### src/rtl/rst_pkg.sv
// ---------------------------------------------------------------------------
// Ranked score table package
// Shared widths, operation and status codes for the ranked score table.
// ---------------------------------------------------------------------------
package rst_pkg;

   localparam int TableSize  = 20;
   localparam int IdxW       = 5;   // holds 0..TableSize
   localparam int NameW      = 56;
   localparam int ScoreW     = 27;
   localparam int StampW     = 32;
   localparam int RankW      = 5;
   localparam int FuncW      = 3;
   localparam int StatusW    = 3;
   localparam logic [ScoreW-1:0] MaxScoreReset = 27'd99999000;

   typedef enum logic [FuncW-1:0] {
      FUNC_INSERT  = 3'd0,
      FUNC_DELETE  = 3'd1,
      FUNC_RENAME  = 3'd2,
      FUNC_CHANGE  = 3'd3,
      FUNC_RESTAMP = 3'd4,
      FUNC_CLEAR   = 3'd5,
      FUNC_READ    = 3'd6,
      FUNC_NONE    = 3'd7
   } func_type;

   typedef enum logic [StatusW-1:0] {
      ST_OK        = 3'd0,
      ST_DIGIT     = 3'd1,
      ST_DUP       = 3'd2,
      ST_SCORE     = 3'd3,
      ST_NOTFOUND  = 3'd4,
      ST_NOTPLACED = 3'd5
   } status_type;

   // Table memory access from the sequencer.
   typedef struct packed {
      logic              we;
      logic [IdxW-1:0]   waddr;
      logic [NameW-1:0]  wname;
      logic [ScoreW-1:0] wscore;
      logic [StampW-1:0] wstamp;
      logic [IdxW-1:0]   raddr;
   } mem_req_type;

   function automatic logic is_digit(input logic [NameW-1:0] name);
      logic [7:0] b;
      b = name[NameW-1 -: 8];
      return (b >= 8'h30) && (b <= 8'h39);
   endfunction

endpackage

### src/rtl/rst_mem.sv
// ---------------------------------------------------------------------------
// Ranked score table storage
// Entry memory with one write port and one registered read port.
// ---------------------------------------------------------------------------
module rst_mem
   import rst_pkg::*;
(
   input  logic              clock,
   input  mem_req_type       req,
   output logic [NameW-1:0]  rd_name,
   output logic [ScoreW-1:0] rd_score,
   output logic [StampW-1:0] rd_stamp
);

   logic [NameW-1:0]  name_mem  [TableSize];
   logic [ScoreW-1:0] score_mem [TableSize];
   logic [StampW-1:0] stamp_mem [TableSize];

   always_ff @(posedge clock) begin
      if (req.we) begin
         name_mem[req.waddr]  <= req.wname;
         score_mem[req.waddr] <= req.wscore;
         stamp_mem[req.waddr] <= req.wstamp;
      end
      rd_name  <= name_mem[req.raddr];
      rd_score <= score_mem[req.raddr];
      rd_stamp <= stamp_mem[req.raddr];
   end

endmodule

### src/rtl/rst_seq.sv
// ---------------------------------------------------------------------------
// Ranked score table sequencer
// Scans, shifts and places entries one memory access per cycle.
// ---------------------------------------------------------------------------
module rst_seq
   import rst_pkg::*;
(
   input  logic              clock,
   input  logic              reset,
   input  logic [ScoreW-1:0] max_score,
   input  logic              start,
   input  logic [FuncW-1:0]  func,
   input  logic [RankW-1:0]  target_rank,
   input  logic [NameW-1:0]  key_name,
   input  logic [NameW-1:0]  new_name,
   input  logic [ScoreW-1:0] new_score,
   input  logic [StampW-1:0] stamp,
   output logic              busy,
   output logic              done,
   output logic [StatusW-1:0] status,
   output logic [RankW-1:0]  result_rank,
   output logic [IdxW-1:0]   entry_total,
   output logic [NameW-1:0]  out_name,
   output logic [ScoreW-1:0] out_score,
   output logic [StampW-1:0] out_stamp,
   output mem_req_type       mreq,
   input  logic [NameW-1:0]  rd_name,
   input  logic [ScoreW-1:0] rd_score,
   input  logic [StampW-1:0] rd_stamp
);

   // S_DUP: scan for duplicate name (read address issued in the cycle before).
   // S_FIND: scan for key. S_REM: shift up. S_POS: find insert point.
   // S_SHD: shift down. S_PLACE: write the placed entry. S_RD: read result entry.
   typedef enum logic [3:0] {
      S_IDLE, S_DUP, S_FIND, S_DECIDE, S_REM, S_POS, S_SHD, S_PUT,
      S_PLACE, S_RD, S_RDW, S_DONE
   } state_type;

   state_type          state_ff, state_in;
   logic [FuncW-1:0]   func_ff, func_in;
   logic [NameW-1:0]   key_ff, key_in, nname_ff, nname_in;
   logic [ScoreW-1:0]  nscore_ff, nscore_in;
   logic [StampW-1:0]  nstamp_ff, nstamp_in;
   logic [IdxW-1:0]    count_ff, count_in;
   logic [IdxW-1:0]    i_ff, i_in;       // scan index of data arriving
   logic [IdxW-1:0]    t_ff, t_in;       // target index
   logic               tok_ff, tok_in;   // target found
   logic [StatusW-1:0] status_ff, status_in;
   logic [IdxW-1:0]    at_ff, at_in;
   logic               atv_ff, atv_in;
   logic [NameW-1:0]   pname_ff, pname_in;
   logic [StampW-1:0]  pstamp_ff, pstamp_in;
   logic [NameW-1:0]   oname_ff, oname_in;
   logic [ScoreW-1:0]  oscore_ff, oscore_in;
   logic [StampW-1:0]  ostamp_ff, ostamp_in;
   mem_req_type        mreq_c;

   logic [IdxW-1:0] last_c;
   logic [IdxW-1:0] i_next;
   assign last_c = (count_ff < IdxW'(TableSize)) ? count_ff : IdxW'(TableSize - 1);
   assign i_next = i_ff + IdxW'(1);

   always_comb begin
      state_in = state_ff; func_in = func_ff; key_in = key_ff;
      nname_in = nname_ff; nscore_in = nscore_ff; nstamp_in = nstamp_ff;
      count_in = count_ff; i_in = i_ff; t_in = t_ff; tok_in = tok_ff;
      status_in = status_ff; at_in = at_ff; atv_in = atv_ff;
      pname_in = pname_ff; pstamp_in = pstamp_ff;
      oname_in = oname_ff; oscore_in = oscore_ff; ostamp_in = ostamp_ff;
      mreq_c = '0;
      mreq_c.raddr = i_ff;
      unique case (state_ff)
         S_IDLE: begin
            if (start) begin
               func_in = func; key_in = key_name;
               nname_in = new_name; nscore_in = new_score; nstamp_in = stamp;
               status_in = ST_OK; atv_in = 1'b0; i_in = '0;
               tok_in = 1'b0; t_in = '0;
               mreq_c.raddr = '0;
               priority case (func_type'(func))
                  FUNC_INSERT: begin
                     if (is_digit(key_name)) begin
                        status_in = ST_DIGIT; state_in = S_DONE;
                     end else state_in = S_DUP;
                  end
                  FUNC_CLEAR: begin
                     count_in = '0; state_in = S_DONE;
                  end
                  FUNC_NONE: state_in = S_DONE;
                  default: begin
                     if (target_rank != '0) begin
                        if (IdxW'(target_rank) <= count_ff) begin
                           tok_in = 1'b1; t_in = IdxW'(target_rank) - IdxW'(1);
                        end
                        state_in = S_DECIDE;
                     end else state_in = S_FIND;
                  end
               endcase
            end
         end
         S_FIND: begin
            // rd_* hold entry i_ff
            if (i_ff >= count_ff) state_in = S_DECIDE;
            else if (rd_name == key_ff) begin
               tok_in = 1'b1; t_in = i_ff; state_in = S_DECIDE;
            end else begin
               i_in = i_next; mreq_c.raddr = i_next;
            end
         end
         S_DECIDE: begin
            // Read target entry for its fields.
            mreq_c.raddr = t_ff;
            if (!tok_ff) begin
               status_in = ST_NOTFOUND; state_in = S_DONE;
            end else begin
               priority case (func_type'(func_ff))
                  FUNC_DELETE: begin
                     i_in = t_ff + IdxW'(1); mreq_c.raddr = t_ff + IdxW'(1);
                     state_in = S_REM;
                  end
                  FUNC_RENAME: begin
                     if (is_digit(nname_ff)) begin
                        status_in = ST_DIGIT; state_in = S_DONE;
                     end else begin
                        i_in = '0; mreq_c.raddr = '0; state_in = S_DUP;
                     end
                  end
                  FUNC_CHANGE: begin
                     if (nscore_ff == '0 || nscore_ff > max_score) begin
                        status_in = ST_SCORE; state_in = S_DONE;
                     end else state_in = S_PUT; // capture entry next cycle
                  end
                  FUNC_RESTAMP: begin
                     mreq_c.we = 1'b1; mreq_c.waddr = t_ff;
                     mreq_c.wname = '0; mreq_c.wscore = '0; mreq_c.wstamp = nstamp_ff;
                     // Name and score rewritten after read; go via S_PUT path.
                     mreq_c.we = 1'b0;
                     state_in = S_PUT;
                  end
                  default: begin
                     at_in = t_ff; atv_in = 1'b1; state_in = S_RD;
                  end
               endcase
            end
         end
         S_PUT: begin
            // rd_* hold target entry
            mreq_c.raddr = t_ff;
            priority case (func_type'(func_ff))
               FUNC_CHANGE: begin
                  pname_in = rd_name; pstamp_in = rd_stamp;
                  i_in = t_ff + IdxW'(1); mreq_c.raddr = t_ff + IdxW'(1);
                  state_in = S_REM;
               end
               FUNC_RESTAMP: begin
                  mreq_c.we = 1'b1; mreq_c.waddr = t_ff; mreq_c.wname = rd_name;
                  mreq_c.wscore = rd_score; mreq_c.wstamp = nstamp_ff;
                  at_in = t_ff; atv_in = 1'b1; state_in = S_RD;
               end
               FUNC_RENAME: begin
                  mreq_c.we = 1'b1; mreq_c.waddr = t_ff; mreq_c.wname = nname_ff;
                  mreq_c.wscore = rd_score; mreq_c.wstamp = rd_stamp;
                  at_in = t_ff; atv_in = 1'b1; state_in = S_RD;
               end
               default: state_in = S_DONE;
            endcase
         end
         S_PLACE: begin
            // Write the new or moved entry at its sorted position i_ff.
            mreq_c.we = 1'b1; mreq_c.waddr = i_ff; mreq_c.wname = pname_ff;
            mreq_c.wscore = nscore_ff; mreq_c.wstamp = pstamp_ff;
            if (count_ff < IdxW'(TableSize)) count_in = count_ff + IdxW'(1);
            at_in = i_ff; atv_in = 1'b1; state_in = S_RD;
         end
         S_REM: begin
            // rd_* hold entry i_ff; move it to i_ff-1
            if (i_ff >= count_ff) begin
               count_in = count_ff - IdxW'(1);
               if (func_type'(func_ff) == FUNC_CHANGE) begin
                  i_in = '0; mreq_c.raddr = '0; state_in = S_POS;
               end else state_in = S_DONE;
            end else begin
               mreq_c.we = 1'b1; mreq_c.waddr = i_ff - IdxW'(1);
               mreq_c.wname = rd_name; mreq_c.wscore = rd_score; mreq_c.wstamp = rd_stamp;
               i_in = i_next; mreq_c.raddr = i_next;
            end
         end
         S_DUP: begin
            if (i_ff >= count_ff) begin
               if (func_type'(func_ff) == FUNC_RENAME) begin
                  mreq_c.raddr = t_ff; state_in = S_PUT;
               end else if (nscore_ff == '0 || nscore_ff > max_score) begin
                  status_in = ST_SCORE; state_in = S_DONE;
               end else begin
                  pname_in = key_ff; pstamp_in = nstamp_ff;
                  i_in = '0; mreq_c.raddr = '0; state_in = S_POS;
               end
            end else if (rd_name == ((func_type'(func_ff) == FUNC_RENAME) ? nname_ff : key_ff)
                         && !(func_type'(func_ff) == FUNC_RENAME && i_ff == t_ff)) begin
               status_in = ST_DUP; state_in = S_DONE;
            end else begin
               i_in = i_next; mreq_c.raddr = i_next;
            end
         end
         S_POS: begin
            if (i_ff < count_ff && rd_score > nscore_ff) begin
               i_in = i_next; mreq_c.raddr = i_next;
            end else if (i_ff >= IdxW'(TableSize)) begin
               status_in = ST_NOTPLACED; state_in = S_DONE;
            end else begin
               t_in = last_c; mreq_c.raddr = last_c - IdxW'(1);
               state_in = S_SHD;
            end
         end
         S_SHD: begin
            // t_ff is destination; rd_* hold entry t_ff-1
            if (t_ff > i_ff) begin
               mreq_c.we = 1'b1; mreq_c.waddr = t_ff;
               mreq_c.wname = rd_name; mreq_c.wscore = rd_score; mreq_c.wstamp = rd_stamp;
               t_in = t_ff - IdxW'(1); mreq_c.raddr = t_ff - IdxW'(2);
            end else state_in = S_PLACE;
         end
         S_RD: begin
            mreq_c.raddr = at_ff; state_in = S_RDW;
         end
         S_RDW: begin
            mreq_c.raddr = at_ff; state_in = S_DONE;
         end
         S_DONE: begin
            state_in = S_IDLE;
         end
         default: state_in = S_IDLE;
      endcase
      if (state_ff == S_RDW) begin
         oname_in = rd_name; oscore_in = rd_score; ostamp_in = rd_stamp;
      end
   end

   always_ff @(posedge clock) begin
      if (reset) begin
         state_ff <= S_IDLE;
         count_ff <= '0;
      end else begin
         state_ff <= state_in;
         count_ff <= count_in;
      end
      func_ff <= func_in; key_ff <= key_in; nname_ff <= nname_in;
      nscore_ff <= nscore_in; nstamp_ff <= nstamp_in; i_ff <= i_in; t_ff <= t_in;
      tok_ff <= tok_in; status_ff <= status_in; at_ff <= at_in;
      atv_ff <= atv_in; pname_ff <= pname_in; pstamp_ff <= pstamp_in;
      oname_ff <= oname_in; oscore_ff <= oscore_in; ostamp_ff <= ostamp_in;
   end

   assign mreq        = mreq_c;
   assign busy        = (state_ff != S_IDLE);
   assign done        = (state_ff == S_DONE);
   assign status      = status_ff;
   assign result_rank = atv_ff ? RankW'(at_ff + IdxW'(1)) : '0;
   assign entry_total = count_ff;
   assign out_name    = atv_ff ? oname_ff  : '0;
   assign out_score   = atv_ff ? oscore_ff : '0;
   assign out_stamp   = atv_ff ? ostamp_ff : '0;

`ifndef SYNTHESIS
   a_count_range: assert property (@(posedge clock) disable iff (reset)
      count_ff <= IdxW'(TableSize)) else $error("entry count above table size");
   a_done_once: assert property (@(posedge clock) disable iff (reset)
      done |=> !done) else $error("done held two cycles");
   a_ok_with_rank: assert property (@(posedge clock) disable iff (reset)
      (done && atv_ff) |-> (status_ff == ST_OK)) else $error("rank given on failure");
`endif

endmodule

### src/rtl/ranked_score_table_top.sv
// ---------------------------------------------------------------------------
// Ranked score table top level
// Stream wrapper around the entry store and its scan sequencer.
// ---------------------------------------------------------------------------
// A scan or shift visits the entries through the single read port of the entry
// memory, one entry per cycle. One operation is handled at a time; req_tready
// is low until the result transfer completes. Reset is synchronous and active
// high; it empties the table and restores max_score, with no clearing pass.
module ranked_score_table_top
   import rst_pkg::*;
(
   input  logic         clock,
   input  logic         reset,
   input  logic         csr_we,
   input  logic [26:0]  csr_wdata,     // max_score
   input  logic         req_tvalid,
   output logic         req_tready,
   input  logic [175:0] req_tdata,     // target_rank, key_name, new_name,
                                       // new_score, stamp
   input  logic [2:0]   req_tuser,     // func
   output logic         rsp_tvalid,
   input  logic         rsp_tready,
   output logic [127:0] rsp_tdata      // status, result_rank, entry_total,
                                       // out_name, out_score, out_stamp
);

   logic [ScoreW-1:0] max_score_ff;
   logic              busy, done;
   logic              pend_ff;
   logic [StatusW-1:0] status;
   logic [RankW-1:0]  result_rank;
   logic [IdxW-1:0]   entry_total;
   logic [NameW-1:0]  out_name, rd_name;
   logic [ScoreW-1:0] out_score, rd_score;
   logic [StampW-1:0] out_stamp, rd_stamp;
   logic [127:0]      rsp_ff;
   mem_req_type       mreq;
   logic              start;

   // A new request is taken only when the sequencer and output are both empty.
   assign req_tready = !busy && !pend_ff;
   assign start      = req_tvalid && req_tready;

   always_ff @(posedge clock) begin
      if (reset) begin
         max_score_ff <= MaxScoreReset;
         pend_ff      <= 1'b0;
      end else begin
         if (csr_we) max_score_ff <= csr_wdata;
         if (done) pend_ff <= 1'b1;
         else if (rsp_tready) pend_ff <= 1'b0;
      end
      if (done)
         rsp_ff <= {out_stamp, out_score, out_name, entry_total, result_rank, status};
   end

   assign rsp_tvalid = pend_ff;
   assign rsp_tdata  = rsp_ff;

   rst_seq u_seq (
      .clock, .reset, .max_score(max_score_ff), .start,
      .func(req_tuser), .target_rank(req_tdata[4:0]),
      .key_name(req_tdata[60:5]), .new_name(req_tdata[116:61]),
      .new_score(req_tdata[143:117]), .stamp(req_tdata[175:144]),
      .busy, .done, .status, .result_rank, .entry_total,
      .out_name, .out_score, .out_stamp, .mreq, .rd_name, .rd_score, .rd_stamp
   );

   rst_mem u_mem (.clock, .req(mreq), .rd_name, .rd_score, .rd_stamp);

`ifndef SYNTHESIS
   a_no_start_pend: assert property (@(posedge clock) disable iff (reset)
      pend_ff |-> !req_tready) else $error("accepted while result pending");
   a_done_no_pend: assert property (@(posedge clock) disable iff (reset)
      done |-> !pend_ff) else $error("result overwritten");
   a_start_busy: assert property (@(posedge clock) disable iff (reset)
      start |=> (busy || pend_ff)) else $error("request dropped");
`endif

endmodule

### config.mk
export PLATFORM = sky130hd
export DESIGN_NAME = ranked_score_table_top
export DESIGN_NICKNAME = d
export VERILOG_FILES = /design/src/rtl/rst_pkg.sv /design/src/rtl/rst_mem.sv /design/src/rtl/rst_seq.sv /design/src/rtl/ranked_score_table_top.sv
export SDC_FILE = /design/constraint.sdc
export NUM_CORES = 2
export LEC_CHECK = 0
export BUFFER_PORTS_ARGS = -buffer_cell sky130_fd_sc_hd__buf_2
export CAP_MARGIN = 15
export CELL_PAD_IN_SITES_DETAIL_PLACEMENT = 1
export CELL_PAD_IN_SITES_GLOBAL_PLACEMENT = 2
export CORE_ASPECT_RATIO = 0.6
export CORE_MARGIN = 4
export CORE_UTILIZATION = 44
export CTS_CLUSTER_SIZE = 10
export DETAILED_ROUTE_END_ITERATION = 12
export PLACE_DENSITY_LB_ADDON = 0.1
export SLEW_MARGIN = 25
export SYNTH_ARGS = -nofsm -noshare
export SYNTH_HDL_FRONTEND = slang
export SYNTH_SLANG_ARGS = --single-unit
### constraint.sdc
create_clock -name clock -period 13.56 [get_ports clock]
set_input_delay 2.712 -clock clock [delete_from_list [all_inputs] [get_ports clock]]
set_output_delay 2.712 -clock clock [all_outputs]
set_load 0.005 [all_outputs]
==> flow_metrics.env <==
export IMPL_status="completed"
export IMPL_io_pins=341
export IMPL_cp_max_fo=71
export IMPL_drtAntennaViolNets=0
export IMPL_path_class="register to register"
export IMPL_drt_first_pass_iters=7
export IMPL_vias=79300
export IMPL_clk_latency_ns=0.89
export IMPL_synth_area_leader_cell="edfxtp_1"
export IMPL_critPathRequiredTime_ns=14.30
export IMPL_areaGrowthSynthToFinish_pct=13.3
export IMPL_cts_sinks=2977
export IMPL_critPathSlowestCell="buf_4"
export IMPL_initial_core_util_pct=44.2
export IMPL_p_int_uw=21100
export IMPL_ys_seq_area_share_pct=74.4
export IMPL_syn_inst=8853
export IMPL_drive_gt1_share_pct=10.3
export IMPL_critPathMostFrequentCell="buf_4"
export IMPL_synth_edf_count=2825
export IMPL_synth_fp_nets=9148
export IMPL_rrSetupSlack_ns=5.09
export IMPL_wl_met3_microns=31500
export IMPL_met2_length_microns=179000
export IMPL_ys_ff_latch=2977
export IMPL_die_area_sq_um=277000
export IMPL_stdcell_count=13000
export IMPL_overflow=0
export IMPL_cp_slowest_stage_delay_ns=0.83
export IMPL_hold_buffers=0
export IMPL_synthTopCellsByArea="edfxtp_1, nand2_1, nand3_1"
export IMPL_cts_root_buf="clkbuf_16"
export IMPL_p_seq_share_pct=31.8
export IMPL_rsz0062_at_grt="no"
export IMPL_die_w_microns=677
export IMPL_pwr_share_clk_pct=21.6
export IMPL_dr_first_iter_drc_count=9651
export IMPL_grt_max_degree=201
export IMPL_fin_nets=9448
export IMPL_p_sw_share_pct=45.3
export IMPL_finClkSkew_ns=0.0519
export IMPL_worstPathCellList="or3b_4 > buf_4 > mux2i_1 > a2111o_1 > a2111oi_0 > nand4_1 > nor2_2 > nand4_1 > a32oi_4 > buf_4 > buf_4 > buf_4 > buf_4 > a32oi_1 > a22oi_1 > nand3_1"
export IMPL_port_buffer_count=340
export IMPL_min_delay_path_class="register to register"
export IMPL_clock_fmax_ghz=0.118
export IMPL_coreArea_sq_um=267000
export IMPL_leakage_uw=0.0464
export IMPL_dp_hpwl_microns=226000
export IMPL_setup_violations=0
export IMPL_wl_met1_microns=190000
export IMPL_switching_power_uw=17400
export IMPL_dp_cells=12400
export IMPL_clk_pin_slew_ns=0.06
export IMPL_grt_use_total_pct=28.7
export IMPL_max_slew_margin_pct=22.9
export IMPL_cts_resized=0
export IMPL_synth_top_cell_area_share_pct=71.8
export IMPL_drv_slew=0
export IMPL_die_h_microns=409
export IMPL_combPwrFrac_pct=46.6
export IMPL_ys_types=86
export IMPL_cts_buffers=341
export IMPL_syn_area_per_cell_sq_um=13.3
export IMPL_grt_pass1_vias=78600
export IMPL_grt_pass1_wl_microns=582000
export IMPL_endpoint_kind="register"
export IMPL_period_minus_slack_ns=8.47
export IMPL_fin_crit_sh_pct=62.4
export IMPL_vdd_ir_drop_worst_mv=0.660
export IMPL_worstMarginPinSlew_ns=1.15
export IMPL_maxCapViolations=0
export IMPL_whs_ns=0.442
export IMPL_synthFlopType="edfxtp_1"
export IMPL_hold_viol_final=0
export IMPL_antenna_found_initial=13
export IMPL_netlist_area_sq_um=118000
export IMPL_n_fill_cell=26500
export IMPL_cts_tree="built"
export IMPL_viasPerCell=6.12
export IMPL_avgRoutedWirePerCell_microns=31.5
export IMPL_yosys_warnings=0
export IMPL_drt_wl_total_microns=408000
export IMPL_drc_errors=0
export IMPL_h_tree_depth=5
export IMPL_synthArstFlopShare_pct=0
export IMPL_rows=147
export IMPL_cts_setup_buffers=0
export IMPL_clockBufferDepth=4
export IMPL_cp_start_kind="register"
export IMPL_power_density_nw_per_um2=288
export IMPL_crit_arrival_ns=9.21
export IMPL_gp_congestion=0.926
export IMPL_tns_ns=0
export IMPL_top_layer="met5"
==> synthesized netlist by cell type (all sizes together) (28+ instances only) <==
cell	number
edfxtp	2825
nand2	2197
nand3	736
a21oi	555
clkbuf	382
a32oi	351
a22oi	240
inv	208
buf	189
dfxtp	152
o21ai	129
and2	125
nor2	113
a222oi	92
ha	83
mux2i	42
xnor2	35
nor3	33
xor2	28
==> cells in the final DEF (no fill, tap or decap), types with 22 or more instances in the layout <==
master / n
nand3_1: 735
buf_12: 30
edfxtp_1: 2825
and2_1: 123
buf_2: 342
o21ai_0: 95
nor3_1: 30
nor4_1: 22
clkbuf_16: 347
xnor2_1: 35
a32oi_1: 350
ha_1: 83
a22oi_1: 240
nand4_1: 24
nor2b_1: 23
xor2_1: 28
buf_4: 151
clkbuf_1: 202
nand2_1: 2196
nor2_4: 23
o211ai_1: 25
mux2i_1: 42
a21oi_1: 555
dfxtp_1: 152
a222oi_1: 92
nor2_1: 89
inv_1: 206
==> path summary, 6_finish.rpt <==
check,from,endpoint,depth (start not counted)
worst max-delay path,u_seq.func_ff[2],u_mem.rd_name[42],16
worst min-delay path,u_seq.status[2],rsp_tdata[2],0
worst max register to register,u_seq.func_ff[2],u_mem.rd_name[42],16
worst min register to register,u_seq.status[2],rsp_tdata[2],0
==> power by group through the flow <==
stage / sequential [uW] / clock, uW / combinational, uW
finish: 12200 / 8310 / 18000
global route: 12300 / 8910 / 19500
CTS: 12200 / 8480 / 17900
detailed placement: 12400 / 0 / 17800
global placement: 12400 / 0 / 17400
floorplan: 12000 / 0 / 11500
==> state kept, by name, indices dropped and copies added (netlist names), 32 cells and up <==
signal,cells
u_mem.rd_name,56
u_seq.nname_ff,56
u_seq.pstamp_ff,32
u_seq.oname_ff,56
u_mem.name_mem,1120
u_seq.ostamp_ff,32
u_seq.pname_ff,56
u_mem.stamp_mem,640
u_seq.nstamp_ff,32
u_seq.key_ff,56
rsp_tdata,128
u_mem.score_mem,540
u_mem.rd_stamp,32
==> layout make-up <==
cell class,instances,area [sq um],area share (%)
clock inverter,15,178,0.133
inverter,210,796,0.595
tap,3576,4470,3.34
timing repair buffer,528,3540,2.64
clock buffer,550,9460,7.06
multi-input combinational,5095,27500,20.6
sequential,2977,87900,65.7
antenna,2,5.00,0.00374
==> routing by layer <==
metal	vias up	track usage [%]
met5	-	0
met4	4	6.13
met3	478	5.03
met2	3261	42.3
met1	41800	44.3
li1	33700	-
==> cell families (layout without fill, tap and decap cells) <==
| group | count (synthesis) | in the layout | synth area share, % |
|---|---|---|---|
| fa+ha+maj | 84 | 84 | 0.896 |
| mux | 45 | 45 | 0.384 |
| buf+inv | 781 | 1303 | 2.65 |
| compound gates | 1555 | 1555 | 9.10 |
| simple gates | 3348 | 3348 | 12.1 |
| other cells | 0 | 2 | 0 |
| xor+xnor | 63 | 63 | 0.467 |
| flops | 2977 | 2977 | 74.4 |
==> per-stage QoR <==
step | worst slack (ns) | power, uW | util (%) | cell area (sq um)
after detailed placement | 5.30 | 30200 | 46.4 | 124000
after global routing | 4.71 | 40700 | 50.0 | 134000
after CTS | 5.34 | 38600 | 50.0 | 134000
final | 5.09 | 38500 | 50.0 | 134000
after global placement | 5.40 | 29700 | 46.4 | 124000
after floorplan | 1.98 | 23600 | - | 118000
==> critical path: cells and delay by family, from the launching register on <==
kind	cells	cell delay, ns
mux	1	0.18
flops	1	0.78
simple gates	5	1.85
buf+inv	5	3.56
compound gates	5	1.74
(Power assumes the default switching activity.)
